**src/sv/serial_command_decoder_event_queue_assert.svh**
```systemverilog
// ----------------------------------------------------------------------------
// Serial command decoder assertion macros
// Shorthand for the concurrent checks written at the end of the top level.
// ----------------------------------------------------------------------------
`ifndef SERIAL_COMMAND_DECODER_EVENT_QUEUE_ASSERT_SVH
`define SERIAL_COMMAND_DECODER_EVENT_QUEUE_ASSERT_SVH

// The consequent must hold in the same cycle as the antecedent.
`define SCDEQ_ASSERT_IMPLY(label, clk, rst_n, ante, cons) \
	label: assert property (@(posedge clk) disable iff (!rst_n) (ante) |-> (cons)) \
		else $error("scdeq: same-cycle check failed");

// The consequent must hold in the cycle after the antecedent.
`define SCDEQ_ASSERT_NEXT(label, clk, rst_n, ante, cons) \
	label: assert property (@(posedge clk) disable iff (!rst_n) (ante) |=> (cons)) \
		else $error("scdeq: next-cycle check failed");

`endif

```
**src/sv/scdeq_pkg.sv**
```systemverilog
// ----------------------------------------------------------------------------
// scdeq_pkg
// Types, constants and character tables shared by the command decoder.
// ----------------------------------------------------------------------------
package scdeq_pkg;

	localparam int LINE_LIMIT_DEF = 64;
	localparam int RING_DEPTH_DEF = 16;

	localparam logic [7:0] CHAR_DOT   = 8'h2E;
	localparam logic [7:0] CHAR_PLUS  = 8'h2B;
	localparam logic [7:0] CHAR_MINUS = 8'h2D;
	localparam logic [7:0] CHAR_ZERO  = 8'h30;
	localparam logic [7:0] CHAR_NINE  = 8'h39;
	localparam logic [7:0] CHAR_SPACE = 8'h20;
	localparam logic [7:0] CHAR_TAB   = 8'h09;
	localparam logic [7:0] CHAR_CR    = 8'h0D;

	localparam int PERIOD_FLAG = 4;

	typedef enum logic [2:0] {
		KIND_UART    = 3'd0,
		KIND_OLED    = 3'd1,
		KIND_TEMP    = 3'd2,
		KIND_MOIST   = 3'd3,
		KIND_PERIOD  = 3'd4,
		KIND_INVALID = 3'd5
	} line_kind_t;

	typedef struct packed {
		logic       ends;
		line_kind_t kind;
		logic [31:0] period;
		logic [31:0] reload;
	} line_rsp_t;

	typedef struct packed {
		logic       push;
		logic       pop;
		logic [2:0] ev_code;
	} ring_req_t;

	typedef struct packed {
		logic       queued;
		logic [2:0] popped;
	} ring_rsp_t;

	localparam logic [7:0] TASK_TEXT [4][12] = '{
		'{"t", "a", "s", "k", ":", " ", "u", "a", "r", "t", ".", 8'h00},
		'{"t", "a", "s", "k", ":", " ", "o", "l", "e", "d", ".", 8'h00},
		'{"t", "a", "s", "k", ":", " ", "t", "e", "m", "p", ".", 8'h00},
		'{"t", "a", "s", "k", ":", " ", "m", "o", "i", "s", "t", "."}
	};
	localparam logic [7:0] TASK_LEN [4] = '{8'd11, 8'd11, 8'd11, 8'd12};

	localparam logic [7:0] PREFIX_TEXT [14] = '{
		"c", "h", "a", "n", "g", "e", "_", "p", "e", "r", "i", "o", "d", ":"
	};
	localparam logic [7:0] PREFIX_LEN = 8'd14;

	function automatic logic task_char_ok(input logic [1:0] idx, input logic [7:0] pos,
			input logic [7:0] c);
		logic ok;
		ok = 1'b0;
		if (pos < TASK_LEN[idx]) begin
			ok = (TASK_TEXT[idx][pos[3:0]] == c);
		end
		return ok;
	endfunction

	function automatic logic prefix_char_ok(input logic [7:0] pos, input logic [7:0] c);
		return PREFIX_TEXT[pos[3:0]] == c;
	endfunction

endpackage

```
**src/sv/serial_command_decoder_event_queue.sv**
```systemverilog
// ----------------------------------------------------------------------------
// serial_command_decoder_event_queue
// Decodes command lines from a serial byte stream, queues task events and
// answers pop requests from the event queue.
// ----------------------------------------------------------------------------
// Channel | Direction | Payload
// s_*     | in        | tdata: rx_byte; tuser: command
// m_*     | out       | tdata: line_kind, event_queued, period, reload, popped; tuser: kind
//
// One request is taken per cycle unless its result must wait for a held output register.
// Each request passes an input register, one decode stage and an output register.
// Non-command bytes that end no line move on while the output register is still held.
// Reset clears the line state and empties the event queue at once.
// ----------------------------------------------------------------------------
module serial_command_decoder_event_queue import scdeq_pkg::*; #(
	parameter int LINE_LIMIT = LINE_LIMIT_DEF,
	parameter int RING_DEPTH = RING_DEPTH_DEF
) (
	input  logic        clk,
	input  logic        arst_n,
	input  logic        s_tvalid,
	output logic        s_tready,
	input  logic [7:0]  s_tdata,  // [7:0] rx_byte
	input  logic        s_tuser,  // [0] command
	output logic        m_tvalid,
	input  logic        m_tready,
	output logic [71:0] m_tdata,  // [2:0] line_kind, [3] event_queued, [35:4] period_value,
	                              // [67:36] reload_value, [70:68] popped_event, [71] zero
	output logic        m_tuser   // [0] result_kind
);

	logic       valid_s1;
	logic       command_s1;
	logic [7:0] rx_byte_s1;

	logic        valid_s2;
	logic [71:0] data_s2;
	logic        kind_s2;

	line_rsp_t line_rsp;
	ring_req_t ring_req;
	ring_rsp_t ring_rsp;

	logic has_result;
	logic out_free;
	logic fire;

	assign has_result = command_s1 || line_rsp.ends;
	assign out_free   = !valid_s2 || m_tready;
	assign fire       = valid_s1 && (!has_result || out_free);
	assign s_tready   = !valid_s1 || fire;

	scdeq_line_parser #(
		.LINE_LIMIT(LINE_LIMIT)
	) u_parser (
		.clk    (clk),
		.arst_n (arst_n),
		.step   (fire && !command_s1),
		.rx_byte(rx_byte_s1),
		.rsp    (line_rsp)
	);

	always_comb begin
		ring_req.push    = fire && !command_s1 && line_rsp.ends
			&& (line_rsp.kind == KIND_UART || line_rsp.kind == KIND_OLED
			|| line_rsp.kind == KIND_TEMP || line_rsp.kind == KIND_MOIST);
		ring_req.pop     = fire && command_s1;
		ring_req.ev_code = line_rsp.kind + 3'd1;
	end

	scdeq_event_ring #(
		.RING_DEPTH(RING_DEPTH)
	) u_ring (
		.clk   (clk),
		.arst_n(arst_n),
		.req   (ring_req),
		.rsp   (ring_rsp)
	);

	always_ff @(posedge clk or negedge arst_n) begin
		if (!arst_n) begin
			valid_s1 <= 1'b0;
		end else if (s_tready) begin
			valid_s1 <= s_tvalid;
		end
	end

	always_ff @(posedge clk) begin
		if (s_tvalid && s_tready) begin
			command_s1 <= s_tuser;
			rx_byte_s1 <= s_tdata;
		end
	end

	always_ff @(posedge clk or negedge arst_n) begin
		if (!arst_n) begin
			valid_s2 <= 1'b0;
		end else if (fire && has_result) begin
			valid_s2 <= 1'b1;
		end else if (m_tready) begin
			valid_s2 <= 1'b0;
		end
	end

	always_ff @(posedge clk) begin
		if (fire && has_result) begin
			kind_s2 <= command_s1;
			if (command_s1) begin
				data_s2 <= {1'b0, ring_rsp.popped, 32'd0, 32'd0, 1'b0, 3'd0};
			end else begin
				data_s2 <= {1'b0, 3'd0, line_rsp.reload, line_rsp.period, ring_rsp.queued,
					line_rsp.kind};
			end
		end
	end

	assign m_tvalid = valid_s2;
	assign m_tdata  = data_s2;
	assign m_tuser  = kind_s2;

`include "serial_command_decoder_event_queue_assert.svh"

	`SCDEQ_ASSERT_IMPLY(a_result_needs_slot, clk, arst_n, fire && has_result, out_free)
	`SCDEQ_ASSERT_NEXT(a_accept_fills_s1, clk, arst_n, s_tvalid && s_tready, valid_s1)
	`SCDEQ_ASSERT_IMPLY(a_queued_only_task, clk, arst_n, m_tvalid && m_tdata[3], !m_tuser && !m_tdata[2])
	`SCDEQ_ASSERT_IMPLY(a_reload_follows, clk, arst_n, m_tvalid && !m_tuser, m_tdata[67:36] == m_tdata[35:4] - 32'd1 || m_tdata[35:4] == 32'd0)

endmodule

```
**src/sv/scdeq_line_parser.sv**
```systemverilog
// ----------------------------------------------------------------------------
// scdeq_line_parser
// Matches one received character per step against the command words and
// accumulates the decimal period argument.
// ----------------------------------------------------------------------------
module scdeq_line_parser import scdeq_pkg::*; #(
	parameter int LINE_LIMIT = LINE_LIMIT_DEF
) (
	input  logic       clk,
	input  logic       arst_n,
	input  logic       step,
	input  logic [7:0] rx_byte,
	output line_rsp_t  rsp
);

	localparam int POS_W = $clog2(LINE_LIMIT);
	localparam logic [POS_W-1:0] POS_LAST = POS_W'(LINE_LIMIT - 1);

	typedef enum logic [1:0] {
		PH_BEFORE,
		PH_SIGN,
		PH_DIGITS,
		PH_AFTER
	} phase_t;

	logic [POS_W-1:0] pos_q;
	logic [4:0]       flags_q;
	phase_t           phase_q;
	logic             neg_q;
	logic [31:0]      acc_q;
	logic             sat_q;

	logic [4:0]  flags_n;
	phase_t      phase_n;
	logic        neg_n;
	logic [31:0] acc_n;
	logic        sat_n;
	logic        overflow;
	logic        ends;
	logic [7:0]  pos8;
	logic        is_digit;
	logic        is_space;
	logic        is_sign;
	logic        do_acc;
	logic [3:0]  digit_val;
	logic [35:0] prod;
	logic [31:0] value;
	line_kind_t  kind;

	assign pos8      = 8'(pos_q);
	assign overflow  = (pos_q >= POS_LAST);
	assign ends      = !overflow && (rx_byte == CHAR_DOT);
	assign is_digit  = (rx_byte >= CHAR_ZERO) && (rx_byte <= CHAR_NINE);
	assign is_space  = (rx_byte == CHAR_SPACE) || ((rx_byte >= CHAR_TAB) && (rx_byte <= CHAR_CR));
	assign is_sign   = (rx_byte == CHAR_PLUS) || (rx_byte == CHAR_MINUS);
	assign digit_val = 4'(rx_byte - CHAR_ZERO);
	assign prod      = (36'(acc_q) << 3) + (36'(acc_q) << 1) + 36'(digit_val);

	always_comb begin
		flags_n = flags_q;
		phase_n = phase_q;
		neg_n   = neg_q;
		do_acc  = 1'b0;
		for (int i = 0; i < 4; i++) begin
			if (!task_char_ok(2'(i), pos8, rx_byte)) begin
				flags_n[i] = 1'b0;
			end
		end
		if (pos8 < PREFIX_LEN) begin
			if (!prefix_char_ok(pos8, rx_byte)) begin
				flags_n[PERIOD_FLAG] = 1'b0;
			end
		end else if (flags_q[PERIOD_FLAG]) begin
			unique case (phase_q)
				PH_BEFORE: begin
					if (is_space) begin
						phase_n = PH_BEFORE;
					end else if (is_sign) begin
						neg_n   = (rx_byte == CHAR_MINUS);
						phase_n = PH_SIGN;
					end else if (!is_digit) begin
						flags_n[PERIOD_FLAG] = 1'b0;
					end else begin
						phase_n = PH_DIGITS;
						do_acc  = 1'b1;
					end
				end
				PH_SIGN: begin
					if (!is_digit) begin
						flags_n[PERIOD_FLAG] = 1'b0;
					end else begin
						phase_n = PH_DIGITS;
						do_acc  = 1'b1;
					end
				end
				PH_DIGITS: begin
					if (is_digit) begin
						do_acc = 1'b1;
					end else begin
						phase_n = PH_AFTER;
					end
				end
				PH_AFTER: begin
					phase_n = PH_AFTER;
				end
			endcase
		end
	end

	always_comb begin
		acc_n = acc_q;
		sat_n = sat_q;
		if (do_acc) begin
			if (prod[35:32] != 4'd0) begin
				sat_n = 1'b1;
			end else begin
				acc_n = prod[31:0];
			end
		end
	end

	always_comb begin
		priority if (flags_n[0]) begin
			kind = KIND_UART;
		end else if (flags_n[1]) begin
			kind = KIND_OLED;
		end else if (flags_n[2]) begin
			kind = KIND_TEMP;
		end else if (flags_n[3]) begin
			kind = KIND_MOIST;
		end else if (flags_n[PERIOD_FLAG] && (phase_n == PH_DIGITS || phase_n == PH_AFTER)) begin
			kind = KIND_PERIOD;
		end else begin
			kind = KIND_INVALID;
		end
	end

	assign value = sat_n ? 32'hFFFF_FFFF : (neg_n ? (32'd0 - acc_n) : acc_n);

	always_comb begin
		rsp.ends   = ends;
		rsp.kind   = kind;
		rsp.period = (kind == KIND_PERIOD) ? value : 32'd0;
		rsp.reload = (kind == KIND_PERIOD) ? (value - 32'd1) : 32'd0;
	end

	always_ff @(posedge clk or negedge arst_n) begin
		if (!arst_n) begin
			pos_q   <= '0;
			flags_q <= '1;
			phase_q <= PH_BEFORE;
			neg_q   <= 1'b0;
			acc_q   <= '0;
			sat_q   <= 1'b0;
		end else if (step) begin
			if (overflow || ends) begin
				pos_q   <= '0;
				flags_q <= '1;
				phase_q <= PH_BEFORE;
				neg_q   <= 1'b0;
				acc_q   <= '0;
				sat_q   <= 1'b0;
			end else begin
				pos_q   <= pos_q + 1'b1;
				flags_q <= flags_n;
				phase_q <= phase_n;
				neg_q   <= neg_n;
				acc_q   <= acc_n;
				sat_q   <= sat_n;
			end
		end
	end

endmodule

```
**src/sv/scdeq_event_ring.sv**
```systemverilog
// ----------------------------------------------------------------------------
// scdeq_event_ring
// Ring queue of task event codes with a registered head entry.
// ----------------------------------------------------------------------------
module scdeq_event_ring import scdeq_pkg::*; #(
	parameter int RING_DEPTH = RING_DEPTH_DEF
) (
	input  logic      clk,
	input  logic      arst_n,
	input  ring_req_t req,
	output ring_rsp_t rsp
);

	localparam int PTR_W = $clog2(RING_DEPTH);
	localparam logic [PTR_W-1:0] PTR_LAST = PTR_W'(RING_DEPTH - 1);

	logic [2:0] mem [RING_DEPTH];
	logic [2:0] head_q;
	logic [PTR_W-1:0] rd_q;
	logic [PTR_W-1:0] wr_q;
	logic [PTR_W-1:0] rd_inc;
	logic [PTR_W-1:0] wr_inc;
	logic [PTR_W-1:0] rd_n;
	logic [PTR_W-1:0] wr_n;
	logic push_ok;
	logic pop_ok;

	assign rd_inc  = (rd_q == PTR_LAST) ? '0 : rd_q + 1'b1;
	assign wr_inc  = (wr_q == PTR_LAST) ? '0 : wr_q + 1'b1;
	assign push_ok = req.push && (wr_inc != rd_q);
	assign pop_ok  = req.pop && (rd_q != wr_q);
	assign rd_n    = pop_ok ? rd_inc : rd_q;
	assign wr_n    = push_ok ? wr_inc : wr_q;

	assign rsp.queued = push_ok;
	assign rsp.popped = pop_ok ? head_q : 3'd0;

	// The head register always mirrors the entry at the next read pointer.
	always_ff @(posedge clk) begin
		if (push_ok) begin
			mem[wr_q] <= req.ev_code;
		end
		if (push_ok && (wr_q == rd_n)) begin
			head_q <= req.ev_code;
		end else begin
			head_q <= mem[rd_n];
		end
	end

	always_ff @(posedge clk or negedge arst_n) begin
		if (!arst_n) begin
			rd_q <= '0;
			wr_q <= '0;
		end else begin
			rd_q <= rd_n;
			wr_q <= wr_n;
		end
	end

endmodule
```
**config.mk**
```make
export PLATFORM = sky130hd
export DESIGN_NAME = serial_command_decoder_event_queue
export DESIGN_NICKNAME = d
export VERILOG_FILES = /design/src/sv/scdeq_pkg.sv /design/src/sv/serial_command_decoder_event_queue.sv /design/src/sv/scdeq_line_parser.sv /design/src/sv/scdeq_event_ring.sv
export VERILOG_INCLUDE_DIRS = /design/src /design/src/sv
export SDC_FILE = /design/constraint.sdc
export NUM_CORES = 1
export LEC_CHECK = 0
export BUFFER_PORTS_ARGS = -buffer_cell sky130_fd_sc_hd__buf_4
export CAP_MARGIN = 20
export CELL_PAD_IN_SITES_DETAIL_PLACEMENT = 0
export CELL_PAD_IN_SITES_GLOBAL_PLACEMENT = 2
export CORE_MARGIN = 8
export CORE_UTILIZATION = 43
export CTS_CLUSTER_SIZE = 8
export DETAILED_ROUTE_END_ITERATION = 10
export GPL_TIMING_DRIVEN = 1
export PLACE_DENSITY = 0.92
export SETUP_SLACK_MARGIN = 0.3
export SLEW_MARGIN = 20
export SYNTH_ARGS = -nofsm -noshare
export SYNTH_HDL_FRONTEND = slang
export SYNTH_HIERARCHICAL = 1
export SYNTH_SLANG_ARGS = --single-unit
```
**constraint.sdc**
```tcl
create_clock -name clk -period 17.9 [get_ports clk]
set_clock_uncertainty 0.15 [all_clocks]
set_input_delay 1.79 -clock clk [delete_from_list [all_inputs] [get_ports clk]]
set_output_delay 1.79 -clock clk [all_outputs]
set_load 0.01 [all_outputs]
```
==> impl_metrics.ini, run 1 <==
[synth]
synth_edf_count = 129
synth_top_cell_by_area = edfxtp_1
yosys_warnings = 6
synthTopCellsByArea = edfxtp_1 27%, dfrtp_1 9.2%, ha_1 7.7%
ys_dominant_reg_cell = edfxtp_1
ys_seq_area_share_pct = 37.9
synthCells = 1468
synthMostInstantiatedCell = nor2_1
synth-async-reset-ratio_pct = 30.0
synth.distinct_cells = 106
syn_avg_cell_area_um2 = 9.68
yosys.area.top_type_share_pct = 27.2
netlist_area_mm2 = 0.0142
synth_seq_cells = 190
synthTopCellsByCount = 133 x nor2_1, 129 x edfxtp_1, 94 x nand2_1, 87 x ha_1, 79 x a21oi_1
synth_nets = 1570

[routing]
vias = 11350
via_per_inst = 5.80
firstDrtPassIters = 7
routedWlPerCell_um = 18.9
drt_iter0_drc = 955
antenna_left = 0
wirelength_um = 36900
drc_errors = 0

[sta]
post-route-min-period_ns = 8.39
finalCritPeriodShare_pct = 46.9
rsz0062_at_grt = false
setup_ws_ns = 9.51
tightest_slew_ns = 1.04
setup-tns-final_ns = 0
setup_viol = 0
slew-limit-headroom_pct = 29.5
finalHoldViolCount = 0
drv_slew = 0
max_freq_mhz = 119

[cts]
ctsHtreeMaxLevel = 4
cts.reportedPaths.clkPinSlew_ns = 0.08
cts_tree = yes
cts-root-buf = clkbuf_16
numClockSinks = 190
post_cts_resize_count = 0
postCtsHoldBufs = 0
post-cts-setup-buffers = 0
clk_latency_ns = 0.44
cts-buffers-inserted = 17
clockBufferDepth = 2

[floorplanning]
die_area_mm2 = 0.0391
die-height_um = 198
ios = 88
start_util_pct = 43.7
core_mm2 = 0.0325
rows = 66
die_x_um = 198

[setup_path]
crit_top_cell = nor3_1
startpoint = rx_byte_s1[3]
max_stage_delay_ns = 0.62
cpLargestDelayFamily = simple AND/OR/NAND/NOR gates
crit_path_end = m_tdata[67]
crit_arrival_ns = 8.41
cp-start-kind = register
cpMaxStageDelayCell = fa_1
reg2reg_depth = 26
reg2reg_to = m_tdata[67]
worst-path-stages = 26
rrSetupSlack_ns = 9.51
critical_path_required_ns = 17.92
r2r-start = rx_byte_s1[3]
cp_num_buf_inv = 3
worstSetupPathType = register to register
crit_path_max_fanout = 52
worst_setup_path_end_kind = register

[placed_design]
dp_hpwl_um = 27800
dpl.cell_count = 1926
dp_slack_ns = 9.52
place_congestion = 0.933
io_buffer_count = 86

[power]
p_leak_nw = 6.16
power_mw = 1.30
ir_drop_uv = 58.5
power.density_mw_per_mm2 = 83.0

[grt]
grt_first_pass_wirelength_um = 59300
grt_pass1_vias = 10644
antenna_found_initial = 0
grt_max_degree = 75
grt_usage_pct = 18.7
grt_overflow = 0

[layout]
area_delta_synth_final_pct = 10.2
layout-drive-gt1-share_pct = 13.9
final_cells = 1957
diodes = 0
finish.utilization_pct = 48.2
layout.nets = 1605
fill_cells = 3111

[hold_path]
hold_path.class = register to register
min_from = m_tvalid

[job]
max-cap-violations = 0

[run_status]
status = finished, final reports clean
registers in the layout, summed over array words and instances (netlist names), named ones only:
name,cells
u_parser/neg_q,1
u_parser/sat_q,1
u_parser/pos_q,6
u_parser/flags_q,5
valid_s1,1
command_s1,1
u_ring/mem,48
u_parser/acc_q,32
m_tuser,1
u_ring/wr_q,4
u_ring/rd_q,4
u_parser/phase_q,2
m_tvalid,1
m_tdata,71
rx_byte_s1,8
kinds of logic (layout without fill, tap and decap cells):
group                    after synthesis  in the layout  share of synthesized area (%)
AND/OR/NAND/NOR                      538            538                           20.0
other                                  1              1                         0.0264
buffers and inverters                128            175                           4.44
XOR/XNOR                             110            110                           6.94
AO/OA/AOI/OAI                        340            340                           16.3
flip-flops                           190            190                           37.9
multiplexers                          72             72                           6.47
adder cells (fa/ha/maj)               89             89                           7.94
power by group:
part	total [mW]	switching, mW	leakage [nW]	internal (mW)
registers	0.555	0.0558	1.98	0.499
logic	0.368	0.209	3.90	0.159
clock network	0.378	0.190	0.289	0.188
total	1.30	0.455	6.16	0.846
layout make-up:
| type | count | area [um2] | share of cell area (%) |
|---|---|---|---|
| clock buffer | 17 | 425 | 2.72 |
| inverter | 45 | 169 | 1.08 |
| clock inverter | 14 | 161 | 1.03 |
| sequential | 190 | 5390 | 34.4 |
| multi-input combinational | 1150 | 8230 | 52.5 |
| tap | 442 | 553 | 3.53 |
| timing repair buffer | 99 | 743 | 4.74 |
cells in the final DEF (no fill, tap or decap), drive strengths merged, types with 6 or more instances in the layout:
cell type,instances
nor2,134
edfxtp,129
buf,99
nand2,94
ha,87
a21oi,84
o21ai,77
nor2b,76
xnor2,69
dfrtp,52
inv,49
mux2i,48
nor3,46
nand3,42
xor2,41
and3,27
a31oi,23
o2bb2ai,23
nor4,21
clkbuf,17
nand4,17
o211ai,17
and2,16
or3,14
a21o,14
a211oi,13
nand2b,13
mux4,12
mux2,12
o21a,11
o31ai,10
clkinv,10
a41oi,8
or4,7
or2,7
a21boi,6
how the worst min path moves through the flow:
stage                        end  cells after the start
3_3_place_gp            m_tvalid                      2
3_5_place_dp            m_tvalid                      2
5_1_grt        u_parser/pos_q[5]                      1
2_1_floorplan            m_tuser                      0
4_1_cts                 m_tvalid                      2
6_report                m_tvalid                      2
layer usage:
metal / routed length, um / track usage, %
met1: 18600 / 28.0
met2: 16000 / 27.9
met3: 1710 / 2.31
met4: 614 / 4.84
met5: 0 / 0
worst min-delay path, stage by stage, from the launching register on:
cell,delay (ns)
dfrtp_1,0.36
nand2b_2,0.09
nand2_1,0.06
stage by stage:
step | hold WS (ns) | cell area, um2
after floorplan | 0.278 | 14200
after global placement | 0.381 | 15100
after detailed placement | 0.385 | 15100
after CTS | 0.409 | 15700
after global routing | 0.431 | 15700
final | 0.402 | 15700
Power figures use the tool's default switching activity.
==> run 2: changes to the inputs <==
Settings changed: CORE_UTILIZATION 43 to 36, PLACE_DENSITY 0.92 to 0.83.
Clock period 17.9 ns to 6.9 ns, I/O delays scaled along.
==> impl_metrics.ini, run 2 (synthesized netlist as in run 1, its figures left out) <==
[sta]
rsz0062_at_grt = true
finalHoldViolCount = 0
finalCritPeriodShare_pct = 96.2
slew-limit-headroom_pct = 32.3
setup_viol = 0
drv_slew = 0
post-route-min-period_ns = 6.64
max_freq_mhz = 151
setup_ws_ns = 0.260
tightest_slew_ns = 1.01

[grt]
grt_pass1_vias = 11194
grt_usage_pct = 16.6
grt_overflow = 0
grt_first_pass_wirelength_um = 63100
grt_max_degree = 75
antenna_found_initial = 0

[floorplanning]
start_util_pct = 36.1
die_area_mm2 = 0.0461
die-height_um = 215
ios = 88
core_mm2 = 0.0394
rows = 73
die_x_um = 215

[layout]
area_delta_synth_final_pct = 17.6
diodes = 0
fill_cells = 3788
layout.nets = 1687
mostFrequentLayoutCells = 177 x buf_4, 133 x nor2_1, 129 x edfxtp_1
layout-drive-gt1-share_pct = 21.4
largest_register_ff_count = 71
finish.utilization_pct = 42.5
final_common_cell = buf_4

[setup_path]
cpMaxStageDelayCell = or4_4
cp-start-kind = register
max_stage_delay_ns = 0.55
critical_path_required_ns = 6.93
crit_arrival_ns = 6.67
worst_setup_path_end_kind = register
crit_path_max_fanout = 5
crit_top_cell = buf_4
worstSetupPathType = register to register

[job]
max-cap-violations = 0

[routing]
drt_iter0_drc = 709
via_per_inst = 5.44
vias = 11557
routedWlPerCell_um = 18.4
drc_errors = 0
wirelength_um = 39000
antenna_left = 0
firstDrtPassIters = 5

[hold_path]
hold_path.class = primary input to asynchronous set/reset pin

[power]
p_leak_nw = 6.65
ir_drop_uv = 168
power.density_mw_per_mm2 = 209

[run_status]
status = finished, final reports clean

[cts]
ctsHtreeMaxLevel = 4
postCtsHoldBufs = 0
cts-buffers-inserted = 17
clk_latency_ns = 0.46
cts_tree = yes
cts.reportedPaths.clkPinSlew_ns = 0.08
cts-root-buf = clkbuf_16
clockBufferDepth = 2
numClockSinks = 190

[placed_design]
dp_slack_ns = -0.0809
io_buffer_count = 86
place_congestion = 0.850
dp_hpwl_um = 29300
==> run 2: changes by cell type in the layout (fill, tap and decap cells not counted), moves of 4 or more <==
| cell | previous run | this run |
|---|---|---|
| buf_4 | 99 | 177 |
| nor3_1 | 45 | 38 |
| ha_1 | 87 | 81 |
| nor3_2 | 0 | 6 |
| nand3_1 | 41 | 37 |
| nand3_2 | 0 | 4 |
==> run 2: final cells by class <==
| cell class | count | area, um2 | area share [%] |
|---|---|---|---|
| clock buffer | 17 | 425 | 2.54 |
| multi-input combinational | 1150 | 8520 | 50.9 |
| clock inverter | 15 | 181 | 1.09 |
| sequential | 190 | 5390 | 32.2 |
| timing repair buffer | 181 | 1380 | 8.27 |
| inverter | 45 | 169 | 1.01 |
| tap | 525 | 657 | 3.93 |
==> run 2: power breakdown <==
part | switching, mW | internal [mW] | total (mW)
logic | 0.601 | 0.485 | 1.09
registers | 0.119 | 1.29 | 1.41
clock network | 0.508 | 0.493 | 1.00
total | 1.23 | 2.27 | 3.50
==> run 2: through the flow <==
step | total power, mW | cell area [um2] | setup TNS [ns] | instances | hold slack (ns)
2_1_floorplan | 2.18 | 14300 | 0 | 1468 | 0.244
3_3_place_gp | 2.46 | 15700 | -0.0343 | 2068 | 0.367
3_5_place_dp | 2.47 | 15700 | -0.321 | 2068 | 0.375
4_1_cts | 3.50 | 16500 | 0 | 2112 | 0.185
5_1_grt | 3.69 | 16700 | -0.0904 | 2123 | 0.207
6_report | 3.50 | 16700 | 0 | 2123 | 0.160
==> run 2: worst paths after layout <==
| check | from | slack (ns) | endpoint | cells after the start |
|---|---|---|---|---|
| worst max-delay path | u_parser/acc_q[1] | 0.26 | m_tdata[64] | 26 |
| worst min-delay path | arst_n | 0.16 | u_parser/acc_q[27] | 1 |
| worst max register to register | u_parser/acc_q[1] | 0.26 | m_tdata[64] | 26 |
| worst min register to register | m_tvalid | 0.39 | m_tvalid | 2 |
| max in group asynchronous | arst_n | 5.81 | u_parser/acc_q[1] | 1 |
| min in group clk | s_tdata[5] | 0.26 | rx_byte_s1[5] | 1 |
==> run 2: critical path, delay by kind of cell, from the launching register on <==
family | cells | cell delay, ns
compound gates | 8 | 1.89
simple gates | 8 | 1.50
fa+ha+maj | 3 | 0.89
mux | 2 | 0.61
buf+inv | 3 | 0.47
xor+xnor | 2 | 0.43
flops | 1 | 0.42
==> run 2: what timing repair did <==
action / CTS / global route
setup endpoints to repair: 17 / 20
cloned: 0 / 0
pin swaps: 23 / 35
gates resized for setup: 30 / 25
buffers inserted: 12 / 11
==> run 2: routing by layer <==
metal  vias to the layer above  global-route usage (%)  part of all wire, %
met1                      5554                    24.2                   50
met5                         -                       0                    0
met2                       301                    25.5                   44
li1                       5665                       -                    -
met4                         0                    4.87                  1.8
met3                        37                    2.09                  4.5
